`config.mk`:
```
export PLATFORM = sky130hd
export DESIGN_NAME = ptc_second
export DESIGN_NICKNAME = d
export VERILOG_FILES = /design/src/design/ptc_pkg.sv /design/src/design/ptc_second.sv
export SDC_FILE = /design/constraint.sdc
export NUM_CORES = 2
export LEC_CHECK = 0
export BUFFER_PORTS_ARGS = -buffer_cell sky130_fd_sc_hd__buf_2
export CORE_ASPECT_RATIO = 1.1
export CORE_MARGIN = 4
export CORE_UTILIZATION = 30
export DETAILED_ROUTE_END_ITERATION = 12
export HOLD_SLACK_MARGIN = 0.12
export PLACE_DENSITY = 0.56
export SYNTH_ARGS = -nofsm -noshare
export SYNTH_HDL_FRONTEND = slang
export SYNTH_SLANG_ARGS = --single-unit
```
`constraint.sdc`:
```
create_clock -name clk -period 21.8 [get_ports clk]
set_input_delay 1.09 -clock clk [delete_from_list [all_inputs] [get_ports clk]]
set_output_delay 1.09 -clock clk [all_outputs]
set_load 0.005 [all_outputs]
```
`src/design/ptc_pkg.sv`:
```
// Shared types and constants for the pressure/temperature compensation pipeline.
package ptc_pkg;

  // Calibration register indexes on the configuration port
  typedef enum logic [2:0] {
    REG_PRESS_SENS = 3'd0,
    REG_PRESS_OFF  = 3'd1,
    REG_SENS_TC    = 3'd2,
    REG_OFF_TC     = 3'd3,
    REG_REF_TEMP   = 3'd4,
    REG_TEMP_COEFF = 3'd5
  } reg_idx_t;

  localparam int CFG_ADDR_W = 3;
  localparam int CFG_DATA_W = 16;
  localparam int RAW_W      = 24;
  localparam int TEMP_OUT_W = 19;
  localparam int PRESS_W    = 32;

  // 20.00 C and -15.00 C branch points, in centidegrees
  localparam logic signed [19:0] TEMP_REF  = 20'sd2000;
  localparam logic signed [19:0] TEMP_VLOW = -20'sd1500;

  typedef struct packed {
    logic [15:0] press_sens;
    logic [15:0] press_off;
    logic [15:0] sens_tc;
    logic [15:0] off_tc;
    logic [15:0] ref_temp;
    logic [15:0] temp_coeff;
  } cal_t;

  // First-order results leaving the front end
  typedef struct packed {
    logic                valid;
    logic [23:0]         d1;
    logic signed [19:0]  temp1;
    logic signed [39:0]  off1;
    logic signed [39:0]  sens1;
    logic [16:0]         t2lo;
    logic [12:0]         t2hi;
  } front_t;

  // Fully corrected terms leaving the second-order section
  typedef struct packed {
    logic                valid;
    logic [23:0]         d1;
    logic signed [19:0]  temp_f;
    logic signed [39:0]  off;
    logic signed [39:0]  sens;
  } second_t;

endpackage

```
`src/design/ptc_second.sv`:
```
// Second-order correction: branch select, squares, OFF2/SENS2 and final terms (3 stages).
module ptc_second (
  input  logic              clk,
  input  logic              rst_n,
  input  ptc_pkg::front_t   fr,
  output ptc_pkg::second_t  sc
);
  import ptc_pkg::*;

  // stage 4
  logic               v4_r, lo4_r, vlo4_r;
  logic               lo_nxt, vlo_nxt;
  logic signed [19:0] temp1, a_val, b_val, temp_f_nxt;
  logic signed [39:0] asq_full, bsq_full;
  logic [35:0]        asq_r, bsq_r;
  logic signed [19:0] temp4_r;
  logic signed [39:0] off4_r, sens4_r;
  logic [23:0]        d1_4_r;

  // stage 5
  logic               v5_r;
  logic [41:0]        a61, a29, b17, b9;
  logic [41:0]        off2_r, off2_nxt, sens2_r, sens2_nxt;
  logic signed [19:0] temp5_r;
  logic signed [39:0] off5_r, sens5_r;
  logic [23:0]        d1_5_r;

  // stage 6
  second_t            sc_r, sc_nxt;

  always_comb begin
    temp1    = $signed(fr.temp1);
    a_val    = temp1 - TEMP_REF;
    b_val    = temp1 - TEMP_VLOW;
    asq_full = a_val * a_val;
    bsq_full = b_val * b_val;
    lo_nxt   = temp1 < TEMP_REF;
    vlo_nxt  = temp1 < TEMP_VLOW;
    // T2 is taken off after the branch is chosen on the first-order TEMP
    temp_f_nxt = lo_nxt ? temp1 - $signed({3'b0, fr.t2lo})
                        : temp1 - $signed({7'b0, fr.t2hi});
  end

  always_comb begin
    a61 = 42'(asq_r) * 42'd61;
    a29 = 42'(asq_r) * 42'd29;
    b17 = 42'(bsq_r) * 42'd17;
    b9  = 42'(bsq_r) * 42'd9;
    off2_nxt  = '0;
    sens2_nxt = '0;
    if (lo4_r) begin
      off2_nxt  = (a61 >> 4) + (vlo4_r ? b17 : 42'd0);
      sens2_nxt = (a29 >> 4) + (vlo4_r ? b9  : 42'd0);
    end
  end

  always_comb begin
    sc_nxt.valid  = v5_r;
    sc_nxt.d1     = d1_5_r;
    sc_nxt.temp_f = temp5_r;
    sc_nxt.off    = off5_r - $signed(off2_r[39:0]);
    sc_nxt.sens   = sens5_r - $signed(sens2_r[39:0]);
  end

  always_ff @(posedge clk) begin
    if (!rst_n) begin
      v4_r <= 1'b0;
      v5_r <= 1'b0;
      sc_r.valid <= 1'b0;
    end else begin
      v4_r <= fr.valid;
      v5_r <= v4_r;
      sc_r.valid <= sc_nxt.valid;
    end
  end

  always_ff @(posedge clk) begin
    lo4_r   <= lo_nxt;
    vlo4_r  <= vlo_nxt;
    asq_r   <= asq_full[35:0];
    bsq_r   <= bsq_full[35:0];
    temp4_r <= temp_f_nxt;
    off4_r  <= $signed(fr.off1);
    sens4_r <= $signed(fr.sens1);
    d1_4_r  <= fr.d1;
    off2_r  <= off2_nxt;
    sens2_r <= sens2_nxt;
    temp5_r <= temp4_r;
    off5_r  <= off4_r;
    sens5_r <= sens4_r;
    d1_5_r  <= d1_4_r;
    sc_r.d1     <= sc_nxt.d1;
    sc_r.temp_f <= sc_nxt.temp_f;
    sc_r.off    <= sc_nxt.off;
    sc_r.sens   <= sc_nxt.sens;
  end

  assign sc = sc_r;

  // very-low branch only ever rides on top of the low branch
  a_vlo_in_lo: assert property (@(posedge clk) disable iff (!rst_n)
    v4_r && vlo4_r |-> lo4_r)
    else $error("very-low flag set outside low-temperature branch");

endmodule

```
; ---- After elaboration in Yosys (flattened, before gate mapping)
; Index checks and enable logic that the tools add are counted.
[totals]
memories = 0
inputBits = 157
ram_bits = 0
out_inout_bits = 125
elab_cells = 40
latchBits = 0
regBits = 529
romBits = 0
[classes]
mux = 3
multipliers = 6
n_eq_ne = 0
n_reduce_logical = 0
magnitude_cmp = 2
shifts = 0
n_bitwise = 0
div_mod_pow = 0
add_sub_neg = 8
[op_table]
columns = op, n
row1 = $mux 40, 2
row2 = $sub 40x40->40, 2
row3 = $mul 20x20->36, 2
row4 = $mul 36x6->42 const B, 1
row5 = $mul 36x5->41 const B, 1
row6 = $add 37x40->40, 1
row7 = $add 38x40->40, 1
row8 = $lt 20x12->1 const B, 2
row9 = $mul 36x4->40 const B, 1
row10 = $mul 36x5->40 const B, 1
row11 = $sub 20x12->20 const B, 2
row12 = $mux 20, 1
row13 = $sub 20x14->20, 1
row14 = $sub 20x18->20, 1

; ---- Depth between registers and ports, before layout
[logic_depth]
depth_word = 3
ltp_mapped = 39

; ---- Worst setup path before layout
; Ideal clock, no wire load.
[synth_path]
kind = input -> register
from = input port fr[112] (netlist name)
to = register bsq_r[34]
slack_ns = 12.331
required_time_ns = 21.728
path_buffers = 2
cell_stages = 36
setup_time_ns = 0.072
arrival_time_ns = 9.397
path_cell_list = inv_1 > clkbuf_1 > ha_1 > inv_1 > a21oi_1 > nor3b_1 > inv_1 > o21ai_0 > nand2b_1 > nand2_1 > xor2_1 > inv_1 > buf_1 > nand2_1 > inv_1 > fa_1 > inv_1 > fa_1 > fa_1 > inv_1 > fa_1 > fa_1 > fa_1 > fa_1 > ha_1 > a21o_1 > a21oi_1 > o21ai_0 > a211o_1 > a31oi_1 > a211oi_1 > nor2b_1 > or3b_1 > a21o_1 > a21oi_2 > xnor2_1
[synth_between]
elab_chain_len = 2
[synth_rtl]
columns = element, line
row1 = from (decl), ptc_second.sv:5  ; input ptc_pkg::front_t fr,
row2 = $sub 20x12->20, ptc_second.sv:34  ; b_val = temp1 - TEMP_VLOW;
row3 = $mul 20x20->36, ptc_second.sv:36  ; bsq_full = b_val * b_val;
row4 = via bsq_full[34], ptc_second.sv:14  ; logic signed [39:0] asq_full, bsq_full;
row5 = to (signal assigned), ptc_second.sv:81  ; bsq_r <= bsq_full[35:0];
row6 = to (decl), ptc_second.sv:15  ; logic [35:0] asq_r, bsq_r;
; The timed path passes the listed nets, and every way through them passes these cells.
; A chain may end at the register's enable or synchronous reset.

; ---- Worst setup path after layout
; Ends and elaborated chain as after synthesis.

==> impl_metrics.yaml <==
timing:
  max_freq_mhz: 90.83
  hold_violations: 0
  fin_tns_setup_ns: 0
  fin_crit_sh: 0.5050
  max_slew_margin: 0.2433
  rsz0062_at_grt: "false"
  setup_viol_count_final: 0
  period_needed_ns: 11.01
  clock_skew_ns: 0.07366
  worstMarginPinSlew_ns: 1.134
  maxSlewViolCount: 0
  whs_ns: 0.2747
  layout_setup_ws_ns: 10.79
synth:
  syn_area_per_cell_sq_um: 9.246
  synth_top_area_frac: 0.2967
  yosysSeqAreaShare: 0.1854
  synth_area_sq_mm: 0.05668
  synth_edf_count: 0
  synth_top_flop_cell: "dfxtp_1"
  synthArstFlopShare: 0
  ys_types: 92
  synth_cells: 6130
  synth_area_leaders: "fa_1, dfxtp_1, ha_1"
  synth.net_count: 7778
  ys.warnings.count: 0
  synth_area_leader_cell: "fa_1"
  synth-seq-cells: 525
floorplanning:
  ios: 282
  die_x_um: 422.4
  num_rows: 167
  core_area_sq_mm: 0.1881
  die_y_um: 463.9
  initial_core_util: 0.3014
  die_area_sq_mm: 0.1960
outcome:
  status: "finished clean"
clocking:
  clk_pin_slew_ns: 0.06
  clock-sinks: 525
  cts_tree: "built"
  clock_tree.htree_level_count: 2
  cts_buffer_depth: 3
  postCtsSetupBuffers: 0
  clk_latency_ns: 0.72
  holdBufCountCts: 0
  cts.repair.resized: 0
  cts-root-buf: "clkbuf_16"
  cts_buffers: 60
finish:
  layout_commonest_cell: "inv_1"
  fin_cells: 8919
  mostFrequentLayoutCells: "inv_1, fa_1, ha_1"
  finalNetCount: 8066
  area_growth_pct: 11.93
  antenna_cells: 0
  drive_gt1_frac: 0.07652
hold_path:
  min_to: "sens5_r[15]"
  min_path_type: "reg -> reg"
  whs_path_depth: 0
  worstHoldStart: "sens4_r[15]"
job:
  drv_cap: 0
setup_path:
  end_kind: "flop"
  crit_required_ns: 22.38
  startpoint_type: "input pin"
  crit_type: "in -> reg"
  worstReg2RegEnd: "off2_r[39]"
  critPathSlowestCell: "inv_1"
  path_max_fanout: 26
  ff2ff_setup_slack_ns: 13.62
  reg2reg_depth: 28
  crit_arrival_ns: 11.59
  critPathMaxStageDelay_ns: 0.80
  reg2reg_from: "bsq_r[2]"
routing:
  antenna_left: 0
  viasPerCell: 4.604
  routed_wl_um: 146400
  drtPass1Iterations: 6
  detail_route.wl_per_cell_um: 16.41
  vias: 41070
  drc: 0
  drtIter0Drc: 2018
grt:
  overflow: 0
  grt_pass1_vias: 43820
  grt_max_degree: 82
  antenna_found_initial: 3
  grt_pass1_wl_um: 235300
  grt.total_usage: 0.1497
place:
  routabilityCongestion: 0.8983
  post-place-ws_ns: 10.16
  port-buffer-count: 281
  dpl.hpwl_um: 121700
  place_inst: 8806
==> kinds of logic after synthesis <==
family,Yosys count,share of synthesized area
buffers and inverters,1473,0.09768
AOI/OAI and AO/OA,980,0.1139
xor gates and xnor gates,380,0.05872
muxes,12,0.002119
DFF,525,0.1854
and+or+nand+nor,1267,0.1016
adders and majority gates,1491,0.4404
other,2,0.0001325
==> final cells by class <==
type,count,area (sq um)
Fill cell,19330,124600
Multi-Input combinational cell,4132,40670
Sequential cell,525,10510
Inverter,1376,5165
Tap cell,2450,3065
Timing Repair Buffer,323,1722
Clock buffer,71,1603
Clock inverter,42,706.9
==> how the worst max path moves through the flow <==
stage	from	to	slack [ns]	cells after the start
2_1_floorplan	fr[112]	bsq_r[34]	12.33	36
3_3_place_gp	fr[112]	bsq_r[34]	10.43	37
3_5_place_dp	fr[112]	bsq_r[34]	10.16	37
4_1_cts	fr[112]	bsq_r[34]	10.86	37
5_1_grt	fr[112]	bsq_r[35]	10.25	36
6_report	fr[112]	bsq_r[34]	10.79	37
==> metrics by stage <==
step	instance area (sq um)	util
global route	63440	0.3374
CTS	63440	0.3374
detailed placement	61130	0.3251
finish	63440	0.3374
floorplan	56680	-
global placement	61130	0.3251
==> state kept, by name, summed over array words and instances (netlist names), 24 cells and up <==
signal	cells
off5_r	40
sens2_r	40
d1_4_r	24
sc	125
asq_r	33
off2_r	40
sens4_r	40
sens5_r	40
bsq_r	35
d1_5_r	24
off4_r	40
==> synthesized netlist by cell type, types with 6 or more instances <==
| cell | count |
|---|---|
| nor3b_1 | 11 |
| a21oi_1 | 300 |
| or2_2 | 14 |
| nor3_1 | 64 |
| buf_1 | 9 |
| clkinv_1 | 7 |
| inv_1 | 1367 |
| xor2_1 | 130 |
| a21boi_0 | 17 |
| nor2_1 | 473 |
| o31ai_1 | 10 |
| a311oi_1 | 6 |
| fa_1 | 840 |
| and4_1 | 8 |
| a31o_2 | 12 |
| a21o_1 | 179 |
| ha_1 | 651 |
| o21ai_0 | 151 |
| dfxtp_1 | 525 |
| o211ai_1 | 18 |
| or3_1 | 20 |
| nand2b_1 | 46 |
| o21bai_1 | 52 |
| o21ai_1 | 11 |
| nand4_1 | 21 |
| a211oi_1 | 30 |
| nor4_1 | 8 |
| and2_1 | 86 |
| a31oi_1 | 26 |
| and3_1 | 38 |
| mux2i_1 | 12 |
| nor2b_1 | 47 |
| nand2_1 | 350 |
| xnor2_1 | 250 |
| o2111ai_1 | 8 |
| a2111oi_0 | 6 |
| nand3_1 | 69 |
| o21a_1 | 57 |
| clkbuf_1 | 84 |
| a211o_1 | 6 |
==> routing by layer <==
layer  GRT usage  share of wire
met5           0       0.000082
met4     0.03767          0.024
met3     0.02165          0.052
met2      0.2590           0.47
met1      0.1960           0.45
==> worst max-delay path: cells and delay by family <==
kind | cells | cell delay (ns)
AOI/OAI and AO/OA | 11 | 2.22
xor gates and xnor gates | 2 | 0.77
adders and majority gates | 9 | 4.06
buffers and inverters | 9 | 1.99
and+or+nand+nor | 6 | 1.38
Power is left out: the tool's default activity adds up to more than one toggle a clock period on the data nets, which glitch-free logic cannot reach.
