[config.mk]
export PLATFORM = sky130hd
export DESIGN_NAME = ptc_press
export DESIGN_NICKNAME = d
export VERILOG_FILES = /design/src/design/ptc_pkg.sv /design/src/design/ptc_press.sv
export SDC_FILE = /design/constraint.sdc
export NUM_CORES = 2
export LEC_CHECK = 0
export BUFFER_PORTS_ARGS = -buffer_cell sky130_fd_sc_hd__buf_2
export CAP_MARGIN = 20
export CORE_MARGIN = 10
export CORE_UTILIZATION = 45
export DETAILED_ROUTE_END_ITERATION = 12
export PLACE_DENSITY_LB_ADDON = 0.2
export SLEW_MARGIN = 20
export SYNTH_ARGS = -nofsm -noshare
export SYNTH_HDL_FRONTEND = slang
export SYNTH_SLANG_ARGS = --single-unit
export TNS_END_PERCENT = 20
[constraint.sdc]
create_clock -name clk -period 19.1 [get_ports clk]
set_input_delay 4.775 -clock clk [delete_from_list [all_inputs] [get_ports clk]]
set_output_delay 4.775 -clock clk [all_outputs]
set_load 0.05 [all_outputs]
[src/design/ptc_pkg.sv]
// Shared types and constants for the pressure/temperature compensation pipeline.
package ptc_pkg;

  // Calibration register indexes on the configuration port
  typedef enum logic [2:0] {
    REG_PRESS_SENS = 3'd0,
    REG_PRESS_OFF  = 3'd1,
    REG_SENS_TC    = 3'd2,
    REG_OFF_TC     = 3'd3,
    REG_REF_TEMP   = 3'd4,
    REG_TEMP_COEFF = 3'd5
  } reg_idx_t;

  localparam int CFG_ADDR_W = 3;
  localparam int CFG_DATA_W = 16;
  localparam int RAW_W      = 24;
  localparam int TEMP_OUT_W = 19;
  localparam int PRESS_W    = 32;

  // 20.00 C and -15.00 C branch points, in centidegrees
  localparam logic signed [19:0] TEMP_REF  = 20'sd2000;
  localparam logic signed [19:0] TEMP_VLOW = -20'sd1500;

  typedef struct packed {
    logic [15:0] press_sens;
    logic [15:0] press_off;
    logic [15:0] sens_tc;
    logic [15:0] off_tc;
    logic [15:0] ref_temp;
    logic [15:0] temp_coeff;
  } cal_t;

  // First-order results leaving the front end
  typedef struct packed {
    logic                valid;
    logic [23:0]         d1;
    logic signed [19:0]  temp1;
    logic signed [39:0]  off1;
    logic signed [39:0]  sens1;
    logic [16:0]         t2lo;
    logic [12:0]         t2hi;
  } front_t;

  // Fully corrected terms leaving the second-order section
  typedef struct packed {
    logic                valid;
    logic [23:0]         d1;
    logic signed [19:0]  temp_f;
    logic signed [39:0]  off;
    logic signed [39:0]  sens;
  } second_t;

endpackage

[src/design/ptc_press.sv]
// Pressure: split 24x40 multiply, offset subtract, shift, clamp and output registers (4 stages).
module ptc_press (
  input  logic                clk,
  input  logic                rst_n,
  input  ptc_pkg::second_t    sc,
  output logic                out_valid,
  output logic signed [18:0]  out_temp_centi,
  output logic signed [31:0]  out_press_centi
);
  import ptc_pkg::*;

  localparam logic signed [44:0] P_MAX = 45'sd2147483647;
  localparam logic signed [44:0] P_MIN = -45'sd2147483648;

  // stage 7: partial products
  logic               v7_r;
  logic [43:0]        pp_lo_r;
  logic signed [44:0] pp_hi_r, pp_hi_nxt;
  logic signed [39:0] off7_r;
  logic signed [19:0] temp7_r;

  // stage 8: full product
  logic               v8_r;
  logic signed [63:0] hi_ext, prod_r, prod_nxt;
  logic signed [39:0] off8_r;
  logic signed [19:0] temp8_r;

  // stage 9: minus OFF
  logic               v9_r;
  logic signed [63:0] prod_sh;
  logic signed [44:0] q_r, q_nxt;
  logic signed [19:0] temp9_r;

  // stage 10: output
  logic               out_valid_r;
  logic signed [44:0] p_sh;
  logic signed [31:0] press_r, press_nxt;
  logic signed [18:0] temp_r;

  assign pp_hi_nxt = $signed({1'b0, sc.d1}) * $signed(sc.sens[39:20]);

  always_comb begin
    hi_ext   = 64'(pp_hi_r);
    prod_nxt = (hi_ext <<< 20) + $signed({20'b0, pp_lo_r});
    prod_sh  = prod_r >>> 21;
    q_nxt    = prod_sh[44:0] - 45'(off8_r);
    p_sh     = q_r >>> 15;
    if (p_sh > P_MAX) begin
      press_nxt = P_MAX[31:0];
    end else if (p_sh < P_MIN) begin
      press_nxt = P_MIN[31:0];
    end else begin
      press_nxt = p_sh[31:0];
    end
  end

  always_ff @(posedge clk) begin
    if (!rst_n) begin
      v7_r        <= 1'b0;
      v8_r        <= 1'b0;
      v9_r        <= 1'b0;
      out_valid_r <= 1'b0;
    end else begin
      v7_r        <= sc.valid;
      v8_r        <= v7_r;
      v9_r        <= v8_r;
      out_valid_r <= v9_r;
    end
  end

  always_ff @(posedge clk) begin
    pp_lo_r <= sc.d1 * sc.sens[19:0];
    pp_hi_r <= pp_hi_nxt;
    off7_r  <= $signed(sc.off);
    temp7_r <= $signed(sc.temp_f);
    prod_r  <= prod_nxt;
    off8_r  <= off7_r;
    temp8_r <= temp7_r;
    q_r     <= q_nxt;
    temp9_r <= temp8_r;
    press_r <= press_nxt;
    temp_r  <= temp9_r[18:0];
  end

  assign out_valid       = out_valid_r;
  assign out_temp_centi  = temp_r;
  assign out_press_centi = press_r;

endmodule

=== Word-level counts from Yosys, hierarchy flattened ===
Index checks and enable logic that the tools add are counted.
W data, S select, Z words.

* Register bits after elaboration: 388
* Latch bits: 0
* Memory bits (writable): 0
* Bits in read-only memories: 0
* Word-level logic and storage cells: 22
* Memories kept: 0

* $add $sub $neg: 2
* Multiply operators: 2
* Divide/modulo/power cells: 0
* Magnitude comparators: 2
* Equal/unequal tests: 0
* Shifts and indexed selects: 0
* Muxes and demuxes: 1
* Bitwise operators: 0
* Reductions and logical operators: 0

{| class="wikitable"
|+ Operators with widths
! operator !! count
|-
| $add A64 B45 Y64 || 1
|-
| $mul A24 B20 Y44 || 1
|-
| $mul A25 B20 Y44 || 1
|-
| $sub A43 B40 Y44 || 1
|-
| $gt A29 B32 Y1 const B || 1
|-
| $lt A29 B32 Y1 const B || 1
|-
| $mux W32 || 1
|}

=== Depth between registers and ports, before layout ===
* Depth after elaboration: 2
* Depth in mapped cells: 27
* Mapped depth without buffers: 25

=== Least setup slack after synthesis ===
OpenSTA, ideal clock, no wires.

* Kind: input port to flip-flop
* From: in sc[31] in the netlist's numbering
* To: reg pp_hi_r[43]
* Arrival: 10.897 ns
* Data required time: 19.028 ns
* Path slack: 8.131 ns
* Cell stages on the path: 23
* Path through: clkbuf_1 nand2_1 fa_1 inv_1 fa_1 inv_1 fa_1 inv_1 fa_1 fa_1 fa_1 inv_1 fa_1 inv_1 ha_1 a21o_1 a311o_1 a2111oi_4 o41ai_2 a31oi_4 o21ai_2 a311oi_2 xnor2_1

* Cells in the longest elaborated chain, start to end: 1

{| class="wikitable"
|+ Ends and longest elaborated chain
! item !! RTL line !! source
|-
| start: declaration || ptc_press.sv:5 || <nowiki>input ptc_pkg::second_t sc,</nowiki>
|-
| $mul A25 B20 Y44 || ptc_press.sv:40 || <nowiki>assign pp_hi_nxt = $signed({1'b0, sc.d1}) * $signed(sc.sens[39:20]);</nowiki>
|-
| net pp_hi_nxt[43] || ptc_press.sv:18 || <nowiki>logic signed [44:0] pp_hi_r, pp_hi_nxt;</nowiki>
|-
| end signal: assignment || ptc_press.sv:73 || <nowiki>pp_hi_r <= pp_hi_nxt;</nowiki>
|-
| end: declaration || ptc_press.sv:18 ||
|}

The timed path passes the listed nets, and every way through them passes these cells.
A chain may end at the register's enable or synchronous reset.

=== Final worst setup path ===
* From: in sc[110] in the netlist's numbering
* To: reg pp_lo_r[43]

* Cells in the longest elaborated chain, start to end: 1

{| class="wikitable"
|+ Ends and longest elaborated chain
! item !! RTL line !! source
|-
| $mul A24 B20 Y44 || ptc_press.sv:72 || <nowiki>pp_lo_r <= sc.d1 * sc.sens[19:0];</nowiki>
|-
| end signal: assignment || ptc_press.sv:72 ||
|-
| end: declaration || ptc_press.sv:17 || <nowiki>logic [43:0] pp_lo_r;</nowiki>
|}

Every way passes these cells.

==> flow_metrics.py <==
metrics = {
    "status": {
        "status": "completed",
    },
    "setup_path": {
        "critical_path_class": "in -> reg",
        "worst-path-max-fanout": 40,
        "r2r_setup_slack_ns": 15.93,
        "worstSetupEndpointType": "register",
        "startpoint": "sc[110]",
        "cp_top_family": "adder cells",
        "reg2reg_depth": 10,
        "cp.arrival_ns": 12.34,
        "required_ns": 19.58,
        "reg2reg_from": "off8_r[4]",
        "cp_cell_sequence": "buf_2 > nand2_1 > fa_1 > fa_1 > fa_1 > inv_1 > fa_1 > fa_1 > fa_1 > inv_1 > fa_1 > inv_1 > ha_1 > a21o_1 > a21o_1 > a22oi_1 > nand3_1 > or3_1 > a21oi_1 > o21ai_1 > a2111o_1 > nand3_1",
        "max_stage_delay_ns": 0.82,
        "crit_top_cell": "fa_1",
        "path_buf_inv": 4,
        "r2r-end": "q_r[41]",
        "cp-start-kind": "input pin",
        "cp_slowest_cell": "buf_2",
    },
    "floorplan": {
        "initial_utilization_pct": 45.4,
        "die_y_microns": 324,
        "die_w_microns": 324,
        "rows": 111,
        "dieArea_sq_mm": 0.105,
        "pin_count": 179,
        "core_area_sq_mm": 0.0918,
    },
    "route": {
        "ant_nets": 0,
        "drc": 0,
        "wl_mm": 108,
        "drtIter0Drc": 1644,
        "first_pass_iters": 5,
        "viasPerCell": 5.09,
        "num_vias": 29100,
        "wl_per_cell_microns": 18.9,
    },
    "yosys": {
        "yosysSeqAreaShare_pct": 15.8,
        "synthSimpleGateAreaFrac_pct": 14.8,
        "synthArstFlopShare_pct": 0,
        "ys_top_cells_by_area": "fa_1, dfxtp_1, ha_1, inv_1, and2_1",
        "synth_edf_count": 0,
        "synth.distinct_cells": 69,
        "synth_common_cells": "inv_1, fa_1, nand2_1",
        "yosysWarnings": 0,
        "synthesis.nets": 5755,
        "avgSynthCellArea_sq_um": 9.36,
        "yosys_register_bits": 330,
        "synth_fa_ha_area_share_pct": 49.5,
        "yosysMostFrequentCell": "inv_1",
        "synth_top_family_by_area": "adder cells",
        "muxShareOfSynthArea_pct": 0.0240,
        "syn_inst": 4451,
        "synth_compound_area_share_pct": 6.44,
        "synth_largest_area_cell": "fa_1",
        "synth_top_flop_cell": "dfxtp_1",
        "synth_top_area_share_pct": 37.7,
        "synth_area_sq_mm": 0.0417,
        "synth_xor_xnor_area_share_pct": 2.86,
    },
    "clock_network": {
        "cts_tree": "done",
        "cts.path.max_buffers": 3,
        "clk_pin_slew_ns": 0.07,
        "numCtsBuffers": 27,
        "root_buffer": "clkbuf_16",
        "clock_latency_ns": 0.55,
        "clock-sinks": 330,
        "cts_resized": 0,
        "cts_setup_buffers": 0,
        "cts-hold-fix-buffers": 0,
        "htree_levels": 1,
    },
    "grt": {
        "grt_max_degree": 41,
        "grt_usage_pct": 20.6,
        "met1_usage_pct": 28.6,
        "antenna_found_initial": 15,
        "grtUsageMet3_pct": 3.58,
        "grt_pass1_vias": 31200,
        "grt_pass1_wl_mm": 174,
        "top_usage_layer": "met2",
        "grt_overflow_total": 0,
        "globalRouteMet2Util_pct": 33.9,
    },
    "place": {
        "dp_slack_ns": 6.68,
        "numPortBuffers": 177,
        "gp_congestion": 0.860,
        "postPlaceCellArea_sq_mm": 0.0434,
        "dp_cells": 5658,
        "post-dp-hpwl_mm": 78.7,
    },
    "timing": {
        "fin_crit_ns": 11.86,
        "fmax_mhz": 84.3,
        "setup_tns_ns": 0,
        "max_slew_margin_pct": 24.2,
        "worst_pin_slew_ns": 1.14,
        "setup_ws_ns": 7.24,
        "fin_crit_sh_pct": 62.1,
        "rsz0062_at_grt": "no",
        "skew_ns": 0.0158,
        "slew_violations": 0,
        "finalHoldViolCount": 0,
        "setup_violations": 0,
    },
    "final_layout": {
        "syn_to_final_growth_pct": 6.33,
        "postLayoutCellArea_sq_mm": 0.0443,
        "nets": 5748,
        "instances_no_fill": 5711,
        "layout-drive-gt1-share_pct": 5.85,
    },
    "hold_path": {
        "holdPathStages": 0,
        "hp-class": "reg -> reg",
        "holdCritStartpoint": "q_r[19]",
        "hold_end": "out_press_centi[4]",
    },
    "flow_run": {
        "maxCapViolCount": 0,
    },
}
==> layer usage <==
metal	vias up	wire, microns
met4	6	1520
li1	13300	-
met3	111	8430
met1	14700	48600
met5	-	26
met2	918	49600
==> cells by family (layout without fill, tap and decap cells) <==
family / count (synthesis) / count (layout)
and+or+nand+nor: 1243 / 1243
adders and majority gates: 1177 / 1177
buffers and inverters: 1165 / 1178
AOI/OAI and AO/OA: 399 / 399
DFF: 330 / 330
xor gates and xnor gates: 136 / 136
muxes: 1 / 1
other: 0 / 4
==> metrics by stage <==
stage	hold slack [ns]	util [%]
floorplan	0.310	-
global placement	0.310	47.3
detailed placement	0.312	47.3
CTS	0.319	48.3
global route	0.319	48.3
finish	0.321	48.3
==> flip-flops by register name, indices dropped and copies added (netlist names), 24 cells and up <==
register,count
q_r,29
pp_hi_r,44
out_press_centi,30
pp_lo_r,24
off8_r,40
prod_r,43
off7_r,40
==> cell type report <==
type                       count  area [sq um]
fill                        8761         47500
multi-input combinational   2956         30700
sequential                   330          6610
inverter                     928          3480
tap                         1243          1560
timing repair buffer         201          1070
clock buffer                  34           752
clock inverter                15           164
antenna                        4          10.0
==> worst max-delay path by stage <==
| stage | to | slack [ns] | cells after the start |
|---|---|---|---|
| 6_report | pp_lo_r[43] | 7.24 | 22 |
| 3_5_place_dp | pp_lo_r[43] | 6.68 | 22 |
| 3_3_place_gp | pp_lo_r[43] | 6.75 | 22 |
| 5_1_grt | pp_lo_r[43] | 6.94 | 22 |
| 4_1_cts | pp_lo_r[43] | 7.25 | 22 |
| 2_1_floorplan | pp_hi_r[43] | 8.13 | 23 |
==> placed cells by master, fill, tap and decap left out, types with 6 or more instances in the layout <==
master	n
nand2_1	548
and2_1	466
o21bai_1	18
buf_4	24
nor3b_1	6
nor2_1	73
inv_1	928
buf_2	177
nand3_1	34
a21o_1	79
and3_1	16
xor2_1	51
o21ai_0	57
nor2b_1	9
a21oi_1	119
nand2b_1	30
nor3_1	18
a211oi_1	14
inv_6	6
o211ai_1	8
ha_1	392
a31oi_1	7
o31ai_1	11
fa_1	785
o21ai_1	6
dfxtp_1	330
clkbuf_16	27
o21a_1	18
nand4_1	29
xnor2_1	85
==> worst reg2reg max path: stages (launching register included) <==
cell	delay (ns)
dfxtp_1	0.31
inv_1	0.06
ha_1	0.29
nand4_1	0.09
o31ai_1	0.45
o31a_1	0.31
o32ai_2	0.18
o31a_1	0.32
o311a_1	0.43
o311ai_0	0.40
o311ai_1	0.21
Power is not shown: default switching activity piles up to over one toggle a cycle in this logic, so the estimate is an artifact.
